===== src/rtl/vfc_pkg.sv =====
// Shared types, constants and helpers of the voxel face culling mesher.
// Used by every module in rtl/ except vfc_ram; depends on nothing else.
`timescale 1ns / 1ps

package vfc_pkg;

	// Chunk geometry and store sizes.
	localparam int CHUNK_WIDTH  = 16;
	localparam int CHUNK_DEPTH  = 16;
	localparam int CHUNK_HEIGHT = 256;
	localparam int TYPE_BITS    = 8;

	localparam int VOXEL_COUNT = CHUNK_WIDTH * CHUNK_DEPTH * CHUNK_HEIGHT;
	localparam int EDGE_SPAN   = (CHUNK_WIDTH > CHUNK_DEPTH) ? CHUNK_WIDTH : CHUNK_DEPTH;
	localparam int EDGE_COUNT  = 4 * EDGE_SPAN * CHUNK_HEIGHT;
	localparam int VOX_AW      = $clog2(VOXEL_COUNT);
	localparam int EDGE_AW     = $clog2(EDGE_COUNT);
	localparam int VOX_W       = TYPE_BITS + 1;

	// Address steps between neighbouring cells: cell = (y*W + x)*D + z.
	localparam int X_STEP = CHUNK_DEPTH;
	localparam int Y_STEP = CHUNK_WIDTH * CHUNK_DEPTH;

	// Fixed field widths.
	localparam int WORLD_W = 20;
	localparam int INDEX_W = 22;
	localparam int FACES   = 6;

	// Queues.
	localparam int FQ_DEPTH = 2;
	localparam int FQ_AW    = $clog2(FQ_DEPTH);
	localparam int OQ_DEPTH = 4;
	localparam int OQ_AW    = $clog2(OQ_DEPTH);

	// Configuration port.
	localparam int NUM_REGS  = 3;
	localparam int PADDR_W   = $clog2(4 * NUM_REGS);
	localparam int REG_IDX_W = PADDR_W - 2;
	localparam int PDATA_W   = 32;

	// Mesh read sequence: four paired reads, the last data captured in the cycle after its read.
	localparam int RD_W    = 3;
	localparam int RD_LAST = 4;

	typedef enum logic [REG_IDX_W-1:0] {
		REG_CHUNK_POS_X     = 2'd0,
		REG_CHUNK_POS_Z     = 2'd1,
		REG_NEIGHBOUR_PRES  = 2'd2
	} reg_e;

	typedef enum logic [1:0] {
		CMD_WRITE_VOXEL = 2'd0,
		CMD_WRITE_EDGE  = 2'd1,
		CMD_MESH        = 2'd2,
		CMD_CLEAR_INDEX = 2'd3
	} cmd_e;

	typedef enum logic [1:0] {
		SIDE_RIGHT = 2'd0,
		SIDE_LEFT  = 2'd1,
		SIDE_FRONT = 2'd2,
		SIDE_BACK  = 2'd3
	} side_e;

	typedef enum logic [2:0] {
		FACE_RIGHT  = 3'd0,
		FACE_LEFT   = 3'd1,
		FACE_FRONT  = 3'd2,
		FACE_BACK   = 3'd3,
		FACE_TOP    = 3'd4,
		FACE_BOTTOM = 3'd5
	} face_e;

	typedef enum logic [2:0] {
		OP_NOP,
		OP_WR_VOXEL,
		OP_WR_EDGE,
		OP_MESH,
		OP_CLEAR
	} op_kind_e;

	typedef enum logic [1:0] {
		BK_IDLE,
		BK_READ,
		BK_EMIT
	} bk_state_e;

	typedef struct packed {
		cmd_e       command;
		logic [3:0] pos_x;
		logic [7:0] pos_y;
		logic [3:0] pos_z;
		side_e      edge_side;
		logic [7:0] voxel_type;
		logic       is_solid;
	} item_t;

	typedef struct packed {
		logic signed [WORLD_W-1:0] world_x;
		logic [7:0]                world_y;
		logic signed [WORLD_W-1:0] world_z;
		logic [2:0]                face_code;
		logic [7:0]                face_type;
		logic [INDEX_W-1:0]        base_index;
		logic                      last_face;
	} result_t;

	typedef struct packed {
		logic signed [15:0] chunk_pos_x;
		logic signed [15:0] chunk_pos_z;
		logic [3:0]         neighbour_present;
	} cfg_t;

	// Which chunk borders a voxel touches.
	typedef struct packed {
		logic x_max;
		logic x_min;
		logic z_min;
		logic z_max;
		logic y_max;
		logic y_min;
	} bound_t;

	// Classified command handed from the front to the back.
	typedef struct packed {
		op_kind_e               kind;
		logic [VOX_AW-1:0]      vox_addr;
		logic [EDGE_AW-1:0]     edge_a;
		logic [EDGE_AW-1:0]     edge_b;
		logic [TYPE_BITS-1:0]   vtype;
		logic                   solid;
		bound_t                 bound;
		logic [3:0]             present;
		logic [7:0]             pos_y;
		logic [WORLD_W-1:0]     world_x;
		logic [WORLD_W-1:0]     world_z;
	} op_t;

	function automatic logic [EDGE_AW-1:0] edge_addr(side_e s, int coord, int y);
		return EDGE_AW'((int'(s) * EDGE_SPAN + coord) * CHUNK_HEIGHT + y);
	endfunction

	// Lowest exposed face still pending.
	function automatic face_e lowest_face(logic [FACES-1:0] m);
		face_e f;
		if (m[0])      f = FACE_RIGHT;
		else if (m[1]) f = FACE_LEFT;
		else if (m[2]) f = FACE_FRONT;
		else if (m[3]) f = FACE_BACK;
		else if (m[4]) f = FACE_TOP;
		else           f = FACE_BOTTOM;
		return f;
	endfunction

endpackage


===== src/rtl/vfc_out_queue.sv =====
// Result queue between the back end and the result port.
// Register-based, OQ_DEPTH beats deep. Uses vfc_pkg.
`timescale 1ns / 1ps

module vfc_out_queue (
	input  logic             clk,
	input  logic             arst_n,
	input  logic             push,
	output logic             full,
	input  vfc_pkg::result_t rec_in,
	input  logic             pop,
	output logic             empty,
	output vfc_pkg::result_t rec_out
);
	import vfc_pkg::*;

	result_t          slot_q [OQ_DEPTH];
	logic [OQ_AW-1:0] wr_q;
	logic [OQ_AW-1:0] rd_q;
	logic [OQ_AW:0]   cnt_q;
	logic             do_push;
	logic             do_pop;

	assign full    = (cnt_q == (OQ_AW + 1)'(OQ_DEPTH));
	assign empty   = (cnt_q == '0);
	assign rec_out = slot_q[rd_q];
	assign do_push = push && !full;
	assign do_pop  = pop && !empty;

	always_ff @(posedge clk) begin
		if (do_push) begin
			slot_q[wr_q] <= rec_in;
		end
	end

	always_ff @(posedge clk or negedge arst_n) begin
		if (!arst_n) begin
			wr_q  <= '0;
			rd_q  <= '0;
			cnt_q <= '0;
		end else begin
			if (do_push) begin
				wr_q <= wr_q + 1'b1;
			end
			if (do_pop) begin
				rd_q <= rd_q + 1'b1;
			end
			if (do_push && !do_pop) begin
				cnt_q <= cnt_q + 1'b1;
			end else if (do_pop && !do_push) begin
				cnt_q <= cnt_q - 1'b1;
			end
		end
	end

endmodule


===== config.mk =====
export PLATFORM = sky130hd
export DESIGN_NAME = vfc_out_queue
export DESIGN_NICKNAME = d
export VERILOG_FILES = /design/src/rtl/vfc_pkg.sv /design/src/rtl/vfc_out_queue.sv
export SDC_FILE = /design/constraint.sdc
export NUM_CORES = 1
export LEC_CHECK = 0
export BUFFER_PORTS_ARGS = -buffer_cell sky130_fd_sc_hd__buf_4
export CAP_MARGIN = 15
export CORE_ASPECT_RATIO = 0.7
export CORE_MARGIN = 2
export CORE_UTILIZATION = 57
export DETAILED_ROUTE_END_ITERATION = 8
export GPL_TIMING_DRIVEN = 0
export PLACE_DENSITY = 0.88
export RECOVER_POWER = 25
export SYNTH_ARGS = -nofsm -noshare
export SYNTH_HDL_FRONTEND = slang
export SYNTH_SLANG_ARGS = --single-unit

===== constraint.sdc =====
create_clock -name clk -period 3.7 [get_ports clk]
set_input_delay 0.185 -clock clk [delete_from_list [all_inputs] [get_ports clk]]
set_output_delay 0.185 -clock clk [all_outputs]
set_load 0.02 [all_outputs]

==> results by group <==
STA
  – Setup TNS: 0 ps
  – Tcrit/Tclk final: 62.0%
  – RSZ-0062 raised after global routing: false
  – Final Max Slew Viols: 0
  – # setup viols final: 0
  – Worst Tran Pin Value: 685 ps
  – Max Freq: 436 MHz
  – Clock skew: 20.0 ps
  – Min cycle time layout: 2290 ps
  – Final hold vios: 0
  – Hold slack: 197 ps
  – Max_slew headroom: 54.4%

Global routing
  – Vias in the first global route: 6,524
  – GRT Total Usage: 21.7%
  – Initial antenna violation count: 1
  – Global-route wire length before repair: 36,800 um
  – Largest net degree at the start of global routing: 54
  – Grt total ovfl: 0

Clocking
  – Maximum clock path buffer count: 3
  – Root Buffer Master: clkbuf_16
  – Later-pin clock latency in the skew report: 540 ps
  – Worst-path clk slew: 60 ps
  – Sinks on Clock Net: 335
  – CTS tree: done
  – # resized after CTS: 0
  – TritonCTS Buffers: 30
  – H-tree depth: 1

Yosys
  – Syn_area_per_cell: 26.4 um^2
  – Mapped cell area: 12,200 um^2
  – Post-synthesis sequential area ratio: 81.8%
  – Complex-gate fraction of the synthesized area: 0%
  – Synth unique cells: 20
  – Seq cells post-synth: 335
  – Gate Count Post-Synth: 464
  – Largest family of logic cells by synthesized area: multiplexers
  – XOR/XNOR share of the synthesized area: 0.429%
  – YS warnings: 0
  – Mapped Nets: 556
  – Yosys top cell by area: edfxtp_1
  – Area contributors post-synth: edfxtp_1, mux4_2, dfrtp_1
  – Area share of the largest cell type after synthesis: 80.4%
  – Post-synthesis simple-gate area fraction: 0.511%
  – Adder-Cell Fraction of Synth Area: 0.674%
  – Post-synthesis mux area share: 15.3%

Worst setup path
  – Crit path launch type: register
  – CP Class: reg2out
  – Crit Path Max Fanout: 10
  – RR Startpoint: cnt_q[0]
  – Arr. time, crit path: 2110 ps
  – Critical Path End Type: output pin
  – Worst EP required: 3510 ps
  – Worst Setup SP: rd_q[0]

Min path
  – Hold Startpoint: push
  – Hold WC Path Type: in2reg

Route
  – Drt total wl: 24,400 um
  – Post-route DRC: 0
  – Routed len/inst: 23.2 um
  – Vias per cell: 5.61
  – Routed Antenna Nets: 0
  – Initial DRC count: 365
  – Via count: 5,912
  – Pre-antenna DRT Iters: 5

Status
  – Outcome: completed

Job
  – Max Cap Violations: 0

Placed design
  – I/O Buffers: 169
  – GP Congestion: 0.734
  – # placed instances: 913
  – DP HPWL: 14,100 um
  – Dpl cell area: 14,000 um^2

Power
  – Worst VDD drop: 0.625 mV
  – Leak: 5.30 nW
  – Power Dens Cells: 806 nW/um^2
  – Tot Pwr: 12.5 mW

Floorplan
  – I/O pins: 170
  – DIE AREA: 22,700 um^2
  – Row cnt: 44
  – Die Width: 179 um
  – Core area: 20,900 um^2
  – Die Y: 127 um
  – Initial Util: 58.6%

Final layout
  – Area grow syn2layout: 27.0%
  – Nets@finish: 846
  – Post-route cell area: 15,600 um^2
  – Post-route insts no fill: 1,054
  – Share of cells above drive strength 1: 34.7%
## worst max-delay path, stage by stage (launching register included)
cell and delay (ps):
dfrtp_1 390, buf_6 220, buf_6 210, mux4_2 560, buf_4 180
## synth_stat cells
| cell type | n |
|---|---|
| mux2_2 | 2 |
| buf_2 | 9 |
| buf_4 | 2 |
| edfxtp_1 | 328 |
| nor2_1 | 1 |
| clkbuf_1 | 1 |
| nor3b_2 | 1 |
| dfrtp_1 | 7 |
| inv_1 | 4 |
| and2_1 | 4 |
| xor2_1 | 2 |
| xnor2_1 | 4 |
| buf_6 | 7 |
| ha_1 | 5 |
| nor2b_1 | 1 |
| nand3_1 | 1 |
| nand2_1 | 1 |
| or3_1 | 1 |
| mux4_2 | 82 |
| fa_1 | 1 |
## repair_timing
item | in CTS | in global routing
endpoints found under the hold margin | 337 | 0
hold buffers | 85 | 0
buffers inserted | 0 | 0
endpoints found under the setup margin | 0 | 0
## cells by family after synthesis
logic type | Yosys count
and+or+nand+nor | 10
DFF | 335
buffers and inverters | 23
muxes | 84
adders and majority gates | 6
xor gates and xnor gates | 6
## cells in the final DEF, fill, tap and decap left out, types with 3 or more instances in the layout
cell type      count
clkinv_1           4
buf_2              9
inv_1              4
dlygate4sd3_1     85
clkinv_2           5
edfxtp_1         328
clkbuf_16         31
dfrtp_1            7
ha_1               5
clkbuf_1          62
and2_4             4
buf_16             4
xnor2_1            4
buf_6              7
clkbuf_8           3
buf_4            121
mux4_2            82
## worst paths after layout
path | depth (start not counted) | endpoint | slack (ps)
min in group asynchronous | 3 | wr_q[1] | 640
worst max-delay path | 4 | rec_out[62] | 1410
worst min register to register | 1 | cnt_q[2] | 490
worst min-delay path | 4 | wr_q[0] | 200
worst max register to register | 8 | cnt_q[2] | 1420
max in group asynchronous | 3 | wr_q[0] | 2810
## per-stage QoR
| step | utilization [%] | setup WS, ps |
|---|---|---|
| 3_3_place_gp | 66.3 | -795 |
| 4_1_cts | 75.2 | 1350 |
| 6_report | 74.4 | 1410 |
| 2_1_floorplan | - | 484 |
| 3_5_place_dp | 66.8 | 1460 |
| 5_1_grt | 74.4 | 1290 |
## layer usage
layer | global-route usage, % | vias up | part of all wire (%)
met1 | 30.5 | 3074 | 41
met2 | 36.1 | 230 | 50
met5 | 0 | - | 0
met3 | 5.10 | 31 | 7.9
li1 | - | 2577 | -
met4 | 3.56 | 0 | 1.6
## power breakdown
group	switching, mW	internal (mW)	leakage, nW
logic	2.44	2.04	1.77
registers	0.202	5.02	3.09
clock network	1.25	1.59	0.447
total	3.89	8.65	5.30
## final cells by class
cell class | instances | area (um^2)
tap | 276 | 345
clock buffer | 45 | 858
fill | 1172 | 5360
timing repair buffer | 258 | 2040
clock inverter | 10 | 48.8
inverter | 4 | 15.0
antenna | 1 | 2.50
sequential | 335 | 10000
multi-input combinational | 106 | 2080
buffer | 19 | 143
## sequential cells by signal, summed over array words and instances, names as in the netlist
name    count
cnt_q       3
rd_q        2
slot_q    328
wr_q        2
(Power assumes the default switching activity.)
